--- src/hw/rtl/tti_pkg.sv ---
// tti_pkg: shared constants, reference resistance table, codes and
// controller/datapath command types for the thermistor table interpolator
// no dependencies
`default_nettype none

package tti_pkg;

   // table and number format
   localparam int TABLE_ENTRIES  = 32;
   localparam int TABLE_CAPACITY = 32;
   localparam int FRACTION_BITS  = 8;
   localparam int BASE_TEMP_F    = -20;
   localparam int STEP_TEMP_F    = 10;

   localparam int RES_W   = 20;
   localparam int TEMP_W  = 18;
   localparam int STAT_W  = 2;
   localparam int REF_W   = 18;
   localparam int IDX_W   = $clog2(TABLE_CAPACITY);
   localparam int POS_W   = $clog2(TABLE_ENTRIES + 1);
   localparam int SCALE   = 1 << FRACTION_BITS;
   localparam int SCALE10 = STEP_TEMP_F * SCALE;
   localparam int QUOT_W  = $clog2(SCALE10 + 1);
   localparam int CNT_W   = $clog2(QUOT_W);
   localparam int NUM_W   = REF_W + QUOT_W;
   localparam int CALC_W  = 24;

   // clamp status codes
   typedef enum logic [STAT_W-1:0] {
      STATUS_INTERP = 2'd0,
      STATUS_COLD   = 2'd1,
      STATUS_HOT    = 2'd2
   } clamp_status_type;

   // controller states
   typedef enum logic [2:0] {
      ST_IDLE,
      ST_SEARCH,
      ST_SETUP,
      ST_DIVIDE,
      ST_FINISH
   } tti_state_type;

   // controller to datapath
   typedef struct packed {
      logic load_input;
      logic search_step;
      logic setup_div;
      logic div_step;
      logic write_out;
   } tti_cmd_type;

   // datapath to controller
   typedef struct packed {
      logic search_last;
      logic div_last;
      logic clamp;
   } tti_sts_type;

   // descending reference resistances, entry i stands for -20 + 10*i F
   function automatic logic [REF_W-1:0] ref_ohms(input logic [IDX_W-1:0] idx);
      logic [REF_W-1:0] val;
      case (idx)
         5'd0:    val = 18'd189726;
         5'd1:    val = 18'd132092;
         5'd2:    val = 18'd93425;
         5'd3:    val = 18'd67059;
         5'd4:    val = 18'd48804;
         5'd5:    val = 18'd35983;
         5'd6:    val = 18'd26855;
         5'd7:    val = 18'd20274;
         5'd8:    val = 18'd15473;
         5'd9:    val = 18'd11929;
         5'd10:   val = 18'd9287;
         5'd11:   val = 18'd7295;
         5'd12:   val = 18'd5781;
         5'd13:   val = 18'd4618;
         5'd14:   val = 18'd3718;
         5'd15:   val = 18'd3016;
         5'd16:   val = 18'd2463;
         5'd17:   val = 18'd2025;
         5'd18:   val = 18'd1675;
         5'd19:   val = 18'd1395;
         5'd20:   val = 18'd1167;
         5'd21:   val = 18'd983;
         5'd22:   val = 18'd832;
         5'd23:   val = 18'd707;
         5'd24:   val = 18'd604;
         5'd25:   val = 18'd519;
         5'd26:   val = 18'd447;
         5'd27:   val = 18'd387;
         5'd28:   val = 18'd336;
         5'd29:   val = 18'd294;
         5'd30:   val = 18'd257;
         5'd31:   val = 18'd226;
         default: val = '0;
      endcase
      return val;
   endfunction

   // segment temperature (base + step*idx) in fixed point
   function automatic logic [CALC_W-1:0] seg_temp(input logic [POS_W-1:0] idx);
      int t;
      t = (BASE_TEMP_F + STEP_TEMP_F * int'(idx)) * SCALE;
      return CALC_W'(t);
   endfunction

endpackage

`default_nettype wire

--- src/hw/rtl/tti_if.sv ---
// tti_req_if and tti_rsp_if: valid/ready channels of the interpolator
// depends on tti_pkg
`default_nettype none

interface tti_req_if;
   logic                       valid;
   logic                       ready;
   logic [tti_pkg::RES_W-1:0]  sense_ohms;

   modport source (output valid, output sense_ohms, input ready);
   modport sink   (input valid, input sense_ohms, output ready);
endinterface

interface tti_rsp_if;
   logic                              valid;
   logic                              ready;
   logic signed [tti_pkg::TEMP_W-1:0] temperature_q8;
   logic [tti_pkg::STAT_W-1:0]        clamp_status;

   modport source (output valid, output temperature_q8, output clamp_status, input ready);
   modport sink   (input valid, input temperature_q8, input clamp_status, output ready);
endinterface

`default_nettype wire

--- src/hw/rtl/tti_datapath.sv ---
// tti_datapath: binary table search, constant multiply, restoring divider
// and result register; depends on tti_pkg
`default_nettype none

module tti_datapath (
   input  wire logic                         clock,
   input  wire logic                         reset,
   input  wire tti_pkg::tti_cmd_type         cmd,
   output tti_pkg::tti_sts_type              sts,
   input  wire logic [tti_pkg::RES_W-1:0]    sense_ohms,
   output logic [tti_pkg::TEMP_W-1:0]        temperature_q8,
   output logic [tti_pkg::STAT_W-1:0]        clamp_status
);

   logic [tti_pkg::RES_W-1:0]   r_ff, r_in;
   logic [tti_pkg::POS_W-1:0]   pos_ff, pos_in;
   logic [tti_pkg::POS_W-1:0]   stride_ff, stride_in;
   logic [tti_pkg::NUM_W-1:0]   rem_ff, rem_in;
   logic [tti_pkg::NUM_W-1:0]   dsh_ff, dsh_in;
   logic [tti_pkg::QUOT_W-1:0]  q_ff, q_in;
   logic [tti_pkg::CNT_W-1:0]   cnt_ff, cnt_in;
   logic [tti_pkg::TEMP_W-1:0]  temp_ff, temp_in;
   logic [tti_pkg::STAT_W-1:0]  stat_ff, stat_in;

   logic [tti_pkg::POS_W:0]     cand;
   logic [tti_pkg::REF_W-1:0]   probe;
   logic                        take;
   logic [tti_pkg::REF_W-1:0]   below;
   logic [tti_pkg::REF_W-1:0]   above;
   logic [tti_pkg::RES_W-1:0]   diff;
   logic                        is_hot;
   logic                        is_cold;
   logic [tti_pkg::POS_W-1:0]   seg_idx;
   logic [tti_pkg::CALC_W-1:0]  temp_calc;
   logic [tti_pkg::NUM_W-1:0]   rem_sub;
   logic                        fits;

   // search probe: count of entries at or above the input
   assign cand  = {1'b0, pos_ff} + {1'b0, stride_ff};
   assign probe = tti_pkg::ref_ohms(tti_pkg::IDX_W'(cand - 1'b1));
   assign take  = (cand <= (tti_pkg::POS_W+1)'(tti_pkg::TABLE_ENTRIES)) &&
                  ({2'b00, probe} >= r_ff);

   // segment endpoints and clamp decode
   assign below   = tti_pkg::ref_ohms(pos_ff[tti_pkg::IDX_W-1:0]);
   assign above   = tti_pkg::ref_ohms(tti_pkg::IDX_W'(pos_ff - 1'b1));
   assign diff    = r_ff - {2'b00, below};
   assign is_hot  = (pos_ff == tti_pkg::POS_W'(tti_pkg::TABLE_ENTRIES));
   assign is_cold = (pos_ff == '0);

   // divider compare and subtract
   assign fits    = (rem_ff >= dsh_ff);
   assign rem_sub = rem_ff - dsh_ff;

   // final temperature
   assign seg_idx   = is_hot ? tti_pkg::POS_W'(tti_pkg::TABLE_ENTRIES - 1) : pos_ff;
   assign temp_calc = tti_pkg::seg_temp(seg_idx) - tti_pkg::CALC_W'(q_ff);

   // next-state logic
   always_comb begin
      r_in      = r_ff;
      pos_in    = pos_ff;
      stride_in = stride_ff;
      rem_in    = rem_ff;
      dsh_in    = dsh_ff;
      q_in      = q_ff;
      cnt_in    = cnt_ff;
      temp_in   = temp_ff;
      stat_in   = stat_ff;
      if (cmd.load_input) begin
         r_in      = sense_ohms;
         pos_in    = '0;
         stride_in = tti_pkg::POS_W'(1) << (tti_pkg::POS_W - 1);
         q_in      = '0;
      end
      if (cmd.search_step) begin
         if (take) begin
            pos_in = cand[tti_pkg::POS_W-1:0];
         end
         stride_in = stride_ff >> 1;
      end
      if (cmd.setup_div) begin
         rem_in = tti_pkg::NUM_W'(diff[tti_pkg::REF_W-1:0]) *
                  tti_pkg::NUM_W'(tti_pkg::SCALE10);
         dsh_in = tti_pkg::NUM_W'(above - below) << (tti_pkg::QUOT_W - 1);
         cnt_in = tti_pkg::CNT_W'(tti_pkg::QUOT_W - 1);
         q_in   = '0;
      end
      if (cmd.div_step) begin
         if (fits) begin
            rem_in = rem_sub;
         end
         q_in   = {q_ff[tti_pkg::QUOT_W-2:0], fits};
         dsh_in = dsh_ff >> 1;
         cnt_in = cnt_ff - 1'b1;
      end
      if (cmd.write_out) begin
         temp_in = temp_calc[tti_pkg::TEMP_W-1:0];
         if (is_hot) begin
            stat_in = tti_pkg::STATUS_HOT;
         end else if (is_cold) begin
            stat_in = tti_pkg::STATUS_COLD;
         end else begin
            stat_in = tti_pkg::STATUS_INTERP;
         end
      end
   end

   // step counters
   always_ff @(posedge clock) begin
      if (reset) begin
         stride_ff <= '0;
         cnt_ff    <= '0;
      end else begin
         stride_ff <= stride_in;
         cnt_ff    <= cnt_in;
      end
   end

   // payload registers
   always_ff @(posedge clock) begin
      r_ff    <= r_in;
      pos_ff  <= pos_in;
      rem_ff  <= rem_in;
      dsh_ff  <= dsh_in;
      q_ff    <= q_in;
      temp_ff <= temp_in;
      stat_ff <= stat_in;
   end

   // status back to the controller
   assign sts.search_last = (stride_ff == tti_pkg::POS_W'(1));
   assign sts.div_last    = (cnt_ff == '0);
   assign sts.clamp       = is_hot || is_cold;

   assign temperature_q8 = temp_ff;
   assign clamp_status   = stat_ff;

endmodule

`default_nettype wire

--- src/hw/rtl/tti_controller.sv ---
// tti_controller: sequencing state machine and result valid flag
// depends on tti_pkg
`default_nettype none

module tti_controller (
   input  wire logic                  clock,
   input  wire logic                  reset,
   input  wire logic                  req_valid,
   output logic                       req_ready,
   output logic                       rsp_valid,
   input  wire logic                  rsp_ready,
   output tti_pkg::tti_cmd_type       cmd,
   input  wire tti_pkg::tti_sts_type  sts
);

   tti_pkg::tti_state_type state_ff, state_in;
   logic                   rsp_valid_ff, rsp_valid_in;
   logic                   out_free;

   // result register can take a new value
   assign out_free = !rsp_valid_ff || rsp_ready;

   // next state
   always_comb begin
      state_in = state_ff;
      case (state_ff)
         tti_pkg::ST_IDLE: begin
            if (req_valid) state_in = tti_pkg::ST_SEARCH;
         end
         tti_pkg::ST_SEARCH: begin
            if (sts.search_last) state_in = tti_pkg::ST_SETUP;
         end
         tti_pkg::ST_SETUP: begin
            state_in = sts.clamp ? tti_pkg::ST_FINISH : tti_pkg::ST_DIVIDE;
         end
         tti_pkg::ST_DIVIDE: begin
            if (sts.div_last) state_in = tti_pkg::ST_FINISH;
         end
         tti_pkg::ST_FINISH: begin
            if (out_free) state_in = tti_pkg::ST_IDLE;
         end
         default: state_in = tti_pkg::ST_IDLE;
      endcase
   end

   // command outputs
   always_comb begin
      cmd       = '0;
      req_ready = 1'b0;
      case (state_ff)
         tti_pkg::ST_IDLE: begin
            req_ready      = 1'b1;
            cmd.load_input = req_valid;
         end
         tti_pkg::ST_SEARCH: begin
            cmd.search_step = 1'b1;
         end
         tti_pkg::ST_SETUP: begin
            cmd.setup_div = !sts.clamp;
         end
         tti_pkg::ST_DIVIDE: begin
            cmd.div_step = 1'b1;
         end
         tti_pkg::ST_FINISH: begin
            cmd.write_out = out_free;
         end
         default: begin
            cmd = '0;
         end
      endcase
   end

   // result valid flag
   always_comb begin
      rsp_valid_in = rsp_valid_ff;
      if (cmd.write_out) begin
         rsp_valid_in = 1'b1;
      end else if (rsp_ready) begin
         rsp_valid_in = 1'b0;
      end
   end

   always_ff @(posedge clock) begin
      if (reset) begin
         state_ff     <= tti_pkg::ST_IDLE;
         rsp_valid_ff <= 1'b0;
      end else begin
         state_ff     <= state_in;
         rsp_valid_ff <= rsp_valid_in;
      end
   end

   assign rsp_valid = rsp_valid_ff;

   // a new result never overwrites one that is still waiting
   a_no_overwrite: assert property (@(posedge clock) disable iff (reset)
      cmd.write_out |-> (!rsp_valid_ff || rsp_ready))
      else $error("result overwritten before transfer");

   // a clamped item skips the divider
   a_clamp_skip: assert property (@(posedge clock) disable iff (reset)
      (state_ff == tti_pkg::ST_SETUP && sts.clamp) |=> (state_ff == tti_pkg::ST_FINISH))
      else $error("clamped item entered the divider");

   // the divider is entered only from setup
   a_div_entry: assert property (@(posedge clock) disable iff (reset)
      (state_ff == tti_pkg::ST_DIVIDE && $past(state_ff) != tti_pkg::ST_DIVIDE)
      |-> ($past(state_ff) == tti_pkg::ST_SETUP))
      else $error("divider entered without setup");

   // an accepted item starts the search next cycle
   a_accept_search: assert property (@(posedge clock) disable iff (reset)
      (req_valid && req_ready) |=> (state_ff == tti_pkg::ST_SEARCH))
      else $error("accepted item did not start search");

endmodule

`default_nettype wire

--- src/hw/rtl/thermistor_table_interpolator_core.sv ---
// thermistor_table_interpolator_core: top level, resistance in, temperature out
// depends on tti_pkg, tti_if, tti_controller, tti_datapath
//
// channel    dir  payload                                 transfer
// req_chan   in   sense_ohms[19:0] unsigned               valid & ready
// rsp_chan   out  temperature_q8[17:0] signed Q.8,        valid & ready
//                 clamp_status[1:0]
//
// interpolated item: accept, binary search, divider setup, divide, finish
// clamped item: accept, binary search, setup, finish; the divider is skipped
// the search is a 6-step binary table search and the divide a 12-step restoring divider
// one item at a time; a new item is taken while the last result waits in its register
// reset is synchronous, active high, and clears the state machine and result valid
`default_nettype none

module thermistor_table_interpolator_core (
   input  wire logic  clock,
   input  wire logic  reset,
   tti_req_if.sink    req_chan,
   tti_rsp_if.source  rsp_chan
);

   tti_pkg::tti_cmd_type          cmd;
   tti_pkg::tti_sts_type          sts;
   logic [tti_pkg::TEMP_W-1:0]    temp_bits;

   // sequencing
   tti_controller u_ctrl (
      .clock     (clock),
      .reset     (reset),
      .req_valid (req_chan.valid),
      .req_ready (req_chan.ready),
      .rsp_valid (rsp_chan.valid),
      .rsp_ready (rsp_chan.ready),
      .cmd       (cmd),
      .sts       (sts)
   );

   // search, divide and result register
   tti_datapath u_dp (
      .clock          (clock),
      .reset          (reset),
      .cmd            (cmd),
      .sts            (sts),
      .sense_ohms     (req_chan.sense_ohms),
      .temperature_q8 (temp_bits),
      .clamp_status   (rsp_chan.clamp_status)
   );

   assign rsp_chan.temperature_q8 = signed'(temp_bits);

endmodule

`default_nettype wire
--- src/flat_wrapper.sv ---
// flat-port wrapper written by rule: the top's interface ports become plain ports
module thermistor_table_interpolator_core_flat 
  (clock, reset, req_chan_valid, req_chan_sense_ohms, req_chan_ready, rsp_chan_valid, rsp_chan_temperature_q8, rsp_chan_clamp_status, rsp_chan_ready);
  tti_req_if req_chan_i ();
  tti_rsp_if rsp_chan_i ();
  input  wire logic clock;
  input  wire logic reset;
  input wire logic [$bits(req_chan_i.valid)-1:0] req_chan_valid;
  input wire logic [$bits(req_chan_i.sense_ohms)-1:0] req_chan_sense_ohms;
  output wire logic [$bits(req_chan_i.ready)-1:0] req_chan_ready;
  output wire logic [$bits(rsp_chan_i.valid)-1:0] rsp_chan_valid;
  output wire logic [$bits(rsp_chan_i.temperature_q8)-1:0] rsp_chan_temperature_q8;
  output wire logic [$bits(rsp_chan_i.clamp_status)-1:0] rsp_chan_clamp_status;
  input wire logic [$bits(rsp_chan_i.ready)-1:0] rsp_chan_ready;
  assign req_chan_i.valid = req_chan_valid;
  assign req_chan_i.sense_ohms = req_chan_sense_ohms;
  assign req_chan_ready = req_chan_i.ready;
  assign rsp_chan_valid = rsp_chan_i.valid;
  assign rsp_chan_temperature_q8 = rsp_chan_i.temperature_q8;
  assign rsp_chan_clamp_status = rsp_chan_i.clamp_status;
  assign rsp_chan_i.ready = rsp_chan_ready;
  thermistor_table_interpolator_core u_core (.clock(clock), .reset(reset), .req_chan(req_chan_i), .rsp_chan(rsp_chan_i));
endmodule
--- config.mk ---
export PLATFORM = sky130hd
export DESIGN_NAME = thermistor_table_interpolator_core_flat
export DESIGN_NICKNAME = d
export VERILOG_FILES = /design/src/hw/rtl/tti_pkg.sv /design/src/hw/rtl/tti_if.sv /design/src/hw/rtl/tti_datapath.sv /design/src/hw/rtl/tti_controller.sv /design/src/hw/rtl/thermistor_table_interpolator_core.sv /design/src/flat_wrapper.sv
export SDC_FILE = /design/constraint.sdc
export NUM_CORES = 1
export LEC_CHECK = 0
export BUFFER_PORTS_ARGS = -buffer_cell sky130_fd_sc_hd__buf_2
export CORE_MARGIN = 2
export CORE_UTILIZATION = 60
export DETAILED_ROUTE_END_ITERATION = 8
export GPL_TIMING_DRIVEN = 0
export PLACE_DENSITY = 0.75
export SYNTH_ARGS = -nofsm -noshare
export SYNTH_HDL_FRONTEND = slang
export SYNTH_SLANG_ARGS = --single-unit
--- constraint.sdc ---
create_clock -name clock -period 7.5 [get_ports clock]
set_clock_uncertainty 0.05 [all_clocks]
set_input_delay 1.5 -clock clock [delete_from_list [all_inputs] [get_ports clock]]
set_output_delay 1.5 -clock clock [all_outputs]
set_load 0.01 [all_outputs]
Word level (Yosys, flattened, before mapping)
Memory sizes are Yosys's and may differ from the RTL's. A register that Yosys moved wholly into a read port is not among the register bits.
Index checks and enable logic that the tools add are counted.
- add/sub/neg operators: 9
- multipliers: 2
- $lt $le $gt $ge: 3
- eq/ne operators: 10
- multiplexer cells: 31
- reductions and logical operators: 14
- operators with widths (operator ; number):
    $mux 30 ; 3
    $mux 29 ; 2
    $mux 12 ; 3
    $ge 30x30->1 ; 1
    $sub 30x30->30 ; 1
    $mux 6 ; 4
    $mul 18x3->21 const B ; 1
    $ge 18x20->1 ; 1
    $sub 18x18->19 ; 1
    $sub 18x13->18 ; 1
    $sub 18x18->18 ; 1
    $mux 3 ; 5
    $pmux 3 s5 ; 1
    $add 6x10->10 const A ; 1
    $mux 5 ; 2
    $sub 5x1->5 const B ; 2
    $mul 3x6->9 const A ; 1
    $mux 1 ; 9
    $mux 4 ; 2
    $add 6x6->7 ; 1
    $le 7x6->1 const B ; 1
    $eq 3x2->1 const B ; 2
    $eq 6x1->1 const B ; 1
    $eq 6x6->1 const B ; 1
    15 further kinds ; 21
- register bits after elaboration: 132
- bits in read-only memories: 1728
- input port bits: 24
- output and inout bits: 22
- word-level logic and storage cells: 85
- memories: 3
- memories (memory ; depth ; bits a word ; rd ports ; clocked after memory_dff ; write ports ; RTL line ; text):
    (name not given) ; 32 ; 18 ; 1 ; 0 ; 0 ; tti_pkg.sv:63 ; case (idx)
    (name not given) ; 32 ; 18 ; 1 ; 1 ; 0 ; tti_pkg.sv:63 ;
    (name not given) ; 32 ; 18 ; 1 ; 0 ; 0 ; tti_pkg.sv:63 ;

Logic depth before layout (Yosys ltp)
- depth after elaboration: 7
- depth in mapped cells: 29
- depth with buffers taken out: 27

Modules after synthesis
A second synthesis with hierarchy kept.
- cell total of the unflattened synthesis: 1660
- area, all modules: 13720.7 µm²
- by module, submodules not included (module ; times used ; cells each ; area each (µm²) ; sequential area each (µm²)):
    tti_datapath ; 1 ; 1630 ; 13492.9 ; 3733.6
    tti_controller ; 1 ; 30 ; 227.7 ; 80.1

Least setup slack after synthesis
Ideal clock, no wire load.
- path type: reg-to-reg
- from: register u_core.u_dp.pos_ff[0] in the netlist's numbering
- to: register, netlist name u_core.u_dp.below[7]
- library setup time: 0.128 ns
- data arrival time: 5.445 ns
- required time: 7.322 ns
- setup slack: 1.877 ns
- stages on the path, launching flop included: 29
- path buffers: 3
- period minus slack after synthesis: 5.623 ns
- path through: dfxtp_1 > ha_1 > inv_1 > fa_1 > xor2_1 > nand2_1 > nor2_1 > xnor2_1 > clkbuf_1 > nor2_1 > a221oi_1 > a21oi_1 > ha_1 > nand2b_1 > a21o_1 > a211oi_1 > or3_1 > a211oi_1 > o221ai_4 > mux2_4 > buf_6 > inv_2 > ha_1 > clkbuf_1 > nor3_1 > a311oi_1 > a21oi_1 > a21oi_1 > o211ai_1
- cells in the longest elaborated chain, start to end: 7
- elaborated cells between the ends (all ways): 9
- classes of those cells: add/sub: 2; order compare: 2; mux: 3; reduce/logical: 1; memory: 1
- RTL lines (element ; RTL line ; text):
    from (decl) ; tti_datapath.sv:16 ; logic [tti_pkg::POS_W-1:0] pos_ff, pos_in;
    from (signal assigned) ; tti_datapath.sv:123 ; pos_ff <= pos_in;
    $add 6x6->7 ; tti_datapath.sv:39 ; assign cand = {1'b0, pos_ff} + {1'b0, stride_ff};
    $sub 5x1->5 ; tti_datapath.sv:40 ; assign probe = tti_pkg::ref_ohms(tti_pkg::IDX_W'(cand - 1'b1));
    $mem_v2 32x18 ; -- ;
    $ge 18x20->1 ; tti_datapath.sv:42 ; ({2'b00, probe} >= r_ff);
    $logic_and 1x1->1 ; tti_datapath.sv:41 ; assign take = (cand <= (tti_pkg::POS_W+1)'(tti_pkg::TABLE_ENTRIES)) &&
    $mux 6 ; tti_datapath.sv:77 ; if (take) begin
    $mux 6 (*) ; tti_datapath.sv:76 ; if (cmd.search_step) begin
    named net u_core.u_dp.pos_in (one bit) ; tti_datapath.sv:16 ;
The timed path passes the listed nets; every way through them passes the cells marked *.
A chain may end at the register's enable or synchronous reset.

Worst setup path after layout
- from: register u_core.u_dp.pos_ff[0] in the netlist's numbering
- to: register, netlist name u_core.u_dp.below[7]
- cells in the longest elaborated chain, start to end: 7
- elaborated cells between the ends (all ways): 9
- classes of those cells: add/sub: 2; order compare: 2; mux: 3; reduce/logical: 1; memory: 1
- RTL lines (element ; RTL line):
    $add 6x6->7 (*) ; tti_datapath.sv:39
    $sub 5x1->5 ; tti_datapath.sv:40
    $mem_v2 32x18 ; --
    $ge 18x20->1 ; tti_datapath.sv:42
    $logic_and 1x1->1 ; tti_datapath.sv:41
    $mux 6 (*) ; tti_datapath.sv:77
    $mux 6 (*) ; tti_datapath.sv:76
    named net u_core.u_dp.pos_in (one bit) ; tti_datapath.sv:16
Marks and branches as above.

==> flow_results.xml <==
<?xml version="1.0" encoding="UTF-8"?>
<metrics>
  <group name="run_status">
    <metric name="outcome" unit="">finished, final reports clean</metric>
  </group>
  <group name="setup_path">
    <metric name="critical_path.endpoint_type" unit="">flop</metric>
    <metric name="worstPathBufferInverterCount" unit="">4</metric>
    <metric name="data_arrival_critical_path" unit="ns">7.35</metric>
    <metric name="timing.reg2reg.setup_slack" unit="ns">0.44</metric>
    <metric name="critPathTopFamily" unit="">compound AO/OA/AOI/OAI gates</metric>
    <metric name="critical_path_data_required_time" unit="ns">7.78</metric>
    <metric name="worstSetupPathType" unit="">flop to flop</metric>
    <metric name="start_kind" unit="">flop</metric>
    <metric name="crit_path_max_incr_delay" unit="ns">0.70</metric>
    <metric name="timing.critical_path.slowest_stage_cell" unit="">sky130_fd_sc_hd__fa_1</metric>
    <metric name="most_frequent_cell_on_the_critical_path" unit="">sky130_fd_sc_hd__a21oi_1</metric>
    <metric name="timing.critical_path.fanout_max" unit="">10</metric>
  </group>
  <group name="cts">
    <metric name="clock_tree.htree_level_count" unit="">4</metric>
    <metric name="post-cts-setup-buffers" unit="">0</metric>
    <metric name="buffers_from_clock_root_to_sink_at_most" unit="">2</metric>
    <metric name="cts.clk_slew.worst_paths" unit="ns">0.07</metric>
    <metric name="cts_num_sinks" unit="">150</metric>
    <metric name="insertion_delay_of_the_later_clocked_pin_in_the_worst_skew_pair" unit="ns">0.45</metric>
    <metric name="cts_tree" unit="">done</metric>
    <metric name="post_cts_hold_buffer_count" unit="">0</metric>
    <metric name="cts_root_buf" unit="">sky130_fd_sc_hd__clkbuf_16</metric>
    <metric name="cts_buffers" unit="">17</metric>
  </group>
  <group name="pwr">
    <metric name="p_leak" unit="nW">6.42</metric>
    <metric name="p_per_area" unit="mW/mm2">251</metric>
    <metric name="vdd.ir_drop.worst" unit="uV">134</metric>
    <metric name="total_power" unit="mW">3.65</metric>
  </group>
  <group name="synthesis">
    <metric name="synth_enable_flop_cells" unit="">81</metric>
    <metric name="ys_seq_elements" unit="">150</metric>
    <metric name="synth_sequential_area_ratio" unit="%">28.7</metric>
    <metric name="async_reset_ff_share" unit="%">0</metric>
    <metric name="syn_nets" unit="">1804</metric>
    <metric name="synth_most_common_cell" unit="">sky130_fd_sc_hd__ha_1</metric>
    <metric name="synthCells" unit="">1614</metric>
    <metric name="synth.avg_cell_area" unit="um2">8.22</metric>
    <metric name="synthesis.yosys.warnings" unit="">0</metric>
    <metric name="ys.flop_type" unit="">sky130_fd_sc_hd__edfxtp_1</metric>
    <metric name="number_of_unique_standard_cell_types_used_by_synthesis" unit="">82</metric>
    <metric name="synthDominantCellAreaShare" unit="%">18.3</metric>
    <metric name="synthTopCellsByArea" unit="">sky130_fd_sc_hd__edfxtp_1 18%, sky130_fd_sc_hd__ha_1 15%, sky130_fd_sc_hd__dfxtp_1 10%</metric>
    <metric name="yosys-top-cells-count" unit="">160 x sky130_fd_sc_hd__ha_1, 156 x sky130_fd_sc_hd__nand2_1, 151 x sky130_fd_sc_hd__nor2_1</metric>
    <metric name="post-synth-top-area-cell" unit="">sky130_fd_sc_hd__edfxtp_1</metric>
    <metric name="syn_area" unit="mm2">0.0133</metric>
  </group>
  <group name="floorplan">
    <metric name="floorplan.die.height" unit="um">153</metric>
    <metric name="rows" unit="">54</metric>
    <metric name="number_of_placed_i_o_pins" unit="">46</metric>
    <metric name="floorplan.initialDensity" unit="%">61.0</metric>
    <metric name="core_area" unit="mm2">0.0218</metric>
    <metric name="die_w" unit="um">153</metric>
    <metric name="floorplan.die_area" unit="mm2">0.0233</metric>
  </group>
  <group name="cells_and_area">
    <metric name="num-fill-cells" unit="">1909</metric>
    <metric name="layout.cell_area.non_filler" unit="mm2">0.0145</metric>
    <metric name="drive_above_1_share" unit="%">8.27</metric>
    <metric name="finalNonFillerCells" unit="">1972</metric>
    <metric name="area_delta_synth_final" unit="%">9.32</metric>
    <metric name="fin_nets" unit="">1869</metric>
    <metric name="multi_input_area" unit="mm2">0.00876</metric>
    <metric name="sequential_cell_area" unit="mm2">0.00381</metric>
    <metric name="num_antenna_cells" unit="">0</metric>
  </group>
  <group name="grt">
    <metric name="antenna_found_initial" unit="">0</metric>
    <metric name="global_route_wire_length_before_repair" unit="um">59900</metric>
    <metric name="first_global_vias" unit="">11776</metric>
    <metric name="grt_overflow" unit="">0</metric>
    <metric name="grt.total_usage" unit="%">31.6</metric>
    <metric name="grt_max_degree" unit="">32</metric>
  </group>
  <group name="route">
    <metric name="drt_wl_total" unit="um">36800</metric>
    <metric name="post_detailed_route_wirelength_per_cell" unit="um">18.7</metric>
    <metric name="drt.antenna.violating_nets" unit="">0</metric>
    <metric name="detail_route.first_pass.iterations" unit="">5</metric>
    <metric name="post_drt_via_cell_ratio" unit="">6.16</metric>
    <metric name="drc_errors" unit="">0</metric>
    <metric name="routed-via-count" unit="">12149</metric>
    <metric name="drt_first_iter_violations" unit="">1011</metric>
  </group>
  <group name="timing">
    <metric name="final-hold-violation-count" unit="">0</metric>
    <metric name="setup_slack" unit="ns">0.436</metric>
    <metric name="max_clock_freq" unit="GHz">0.142</metric>
    <metric name="final-setup-viol-count" unit="">0</metric>
    <metric name="rsz0062_at_grt" unit="">no</metric>
    <metric name="timing.final.max_slew_violations" unit="">0</metric>
    <metric name="period_needed" unit="ns">7.06</metric>
    <metric name="slew_at_the_pin_with_the_worst_max_slew_slack" unit="ns">1.22</metric>
    <metric name="slew-limit-headroom" unit="%">16.3</metric>
    <metric name="timing.final.crit_share" unit="%">94.2</metric>
  </group>
  <group name="placed_design">
    <metric name="dp_hpwl" unit="um">28600</metric>
    <metric name="pre_cts_ws" unit="ns">-0.00598</metric>
    <metric name="gp_routability_congestion" unit="">0.940</metric>
    <metric name="place.detailed.instances" unit="">1940</metric>
    <metric name="place.port_buffers" unit="">45</metric>
    <metric name="detailed_place.area" unit="mm2">0.0139</metric>
  </group>
  <group name="worst_hold_path">
    <metric name="hold_class" unit="">flop to flop</metric>
  </group>
  <group name="flow_run">
    <metric name="max_cap_violations" unit="">0</metric>
  </group>
</metrics>
worst min-delay path, stage by stage (launching register included):
cell and delay [ns]:
sky130_fd_sc_hd__dfxtp_1 0.32, sky130_fd_sc_hd__nand3_1 0.06, sky130_fd_sc_hd__nand2_1 0.04
flip-flops by register name, indices dropped and copies added, names as in the netlist:
name	flops
u_core.u_ctrl.rsp_valid	1
u_core.u_dp.below	18
u_core.u_dp.stride_ff	6
u_core.u_dp.pos_ff	6
u_core.u_dp.temperature_q8	18
u_core.u_ctrl.state_ff	3
u_core.u_dp.dsh_ff	30
u_core.u_dp.r_ff	20
u_core.u_dp.clamp_status	2
u_core.u_dp.cnt_ff	4
u_core.u_dp.q_ff	12
u_core.u_dp.rem_ff	30
layout by cell type (no fill, tap or decap), types with 7 or more instances in the layout:
cell type | Yosys | final
sky130_fd_sc_hd__a211oi_1 | 21 | 20
sky130_fd_sc_hd__a21o_1 | 37 | 37
sky130_fd_sc_hd__a21oi_1 | 149 | 149
sky130_fd_sc_hd__a221oi_1 | 9 | 9
sky130_fd_sc_hd__a31oi_1 | 16 | 16
sky130_fd_sc_hd__and2_1 | 10 | 10
sky130_fd_sc_hd__and3_1 | 18 | 18
sky130_fd_sc_hd__buf_2 | 12 | 57
sky130_fd_sc_hd__clkbuf_1 | 48 | 46
sky130_fd_sc_hd__clkbuf_16 | 0 | 17
sky130_fd_sc_hd__dfxtp_1 | 69 | 69
sky130_fd_sc_hd__edfxtp_1 | 81 | 81
sky130_fd_sc_hd__ha_1 | 160 | 160
sky130_fd_sc_hd__inv_1 | 114 | 114
sky130_fd_sc_hd__mux2i_1 | 15 | 14
sky130_fd_sc_hd__nand2_1 | 156 | 155
sky130_fd_sc_hd__nand2b_1 | 15 | 15
sky130_fd_sc_hd__nand3_1 | 43 | 43
sky130_fd_sc_hd__nand4_1 | 9 | 9
sky130_fd_sc_hd__nor2_1 | 151 | 149
sky130_fd_sc_hd__nor2b_1 | 15 | 15
sky130_fd_sc_hd__nor3_1 | 49 | 48
sky130_fd_sc_hd__o211ai_1 | 7 | 7
sky130_fd_sc_hd__o21a_1 | 18 | 18
sky130_fd_sc_hd__o21ai_0 | 100 | 100
sky130_fd_sc_hd__o21ai_1 | 13 | 13
sky130_fd_sc_hd__o21bai_1 | 9 | 9
sky130_fd_sc_hd__o22ai_1 | 7 | 7
sky130_fd_sc_hd__o311ai_0 | 7 | 7
sky130_fd_sc_hd__o31ai_1 | 14 | 14
sky130_fd_sc_hd__or2_2 | 8 | 8
sky130_fd_sc_hd__or3_1 | 7 | 7
sky130_fd_sc_hd__xnor2_1 | 67 | 66
sky130_fd_sc_hd__xor2_1 | 38 | 38
through the flow:
stage	hold WS (ns)	setup TNS, ns	util (%)
after floorplan	0.384	0	-
after global placement	0.394	-0.171	63.6
after detailed placement	0.411	-0.00598	63.7
after CTS	0.421	0	66.5
after global routing	0.456	0	66.7
final	0.415	0	66.7
repair_timing:
action,in CTS,in global routing
resized for setup,1,10
pin swaps,0,0
endpoints found under the setup margin,2,9
routing by layer:
metal	vias up	wire, um	GRT usage (%)
li1	5960	-	-
met1	5700	16400	40.8
met2	393	17000	52.1
met3	96	1970	5.46
met4	0	1410	13.8
met5	-	0	0
path summary, 6_finish.rpt:
check / from / end / depth (start not counted)
max: u_core.u_dp.pos_ff[0]$_DFF_P_ / u_core.u_dp.below[7]$_DFF_P_ / 27
min: u_core.u_dp.rem_ff[3]$_DFF_P_ / u_core.u_dp.rem_ff[3]$_DFF_P_ / 2
max reg2reg: u_core.u_dp.pos_ff[0]$_DFF_P_ / u_core.u_dp.below[7]$_DFF_P_ / 27
min reg2reg: u_core.u_dp.rem_ff[3]$_DFF_P_ / u_core.u_dp.rem_ff[3]$_DFF_P_ / 2
layout make-up:
cell class | count | area share, %
clock inverters | 15 | 1.27
repair buffers | 46 | 1.66
inverters | 121 | 3.13
plain buffers | 64 | 1.86
clock buffers | 17 | 2.93
well taps | 280 | 2.42
flip-flops and latches | 150 | 26.3
multi-input cells | 1279 | 60.4
kinds of logic (layout without fill, tap and decap cells):
family / Yosys count / in the layout / synth area share (%)
AOI/OAI and AO/OA: 477 / 477 / 23.0
xor gates and xnor gates: 108 / 108 / 7.30
adders and majority gates: 168 / 168 / 16.1
buffers and inverters: 185 / 263 / 5.43
DFF: 150 / 150 / 28.7
muxes: 23 / 23 / 1.98
and+or+nand+nor: 503 / 503 / 17.3
report_power, final:
group / internal (mW) / switching (mW)
logic: 0.701 / 0.971
clock network: 0.451 / 0.423
registers: 1.01 / 0.0890
total: 2.16 / 1.48
(Power assumes the default switching activity.)
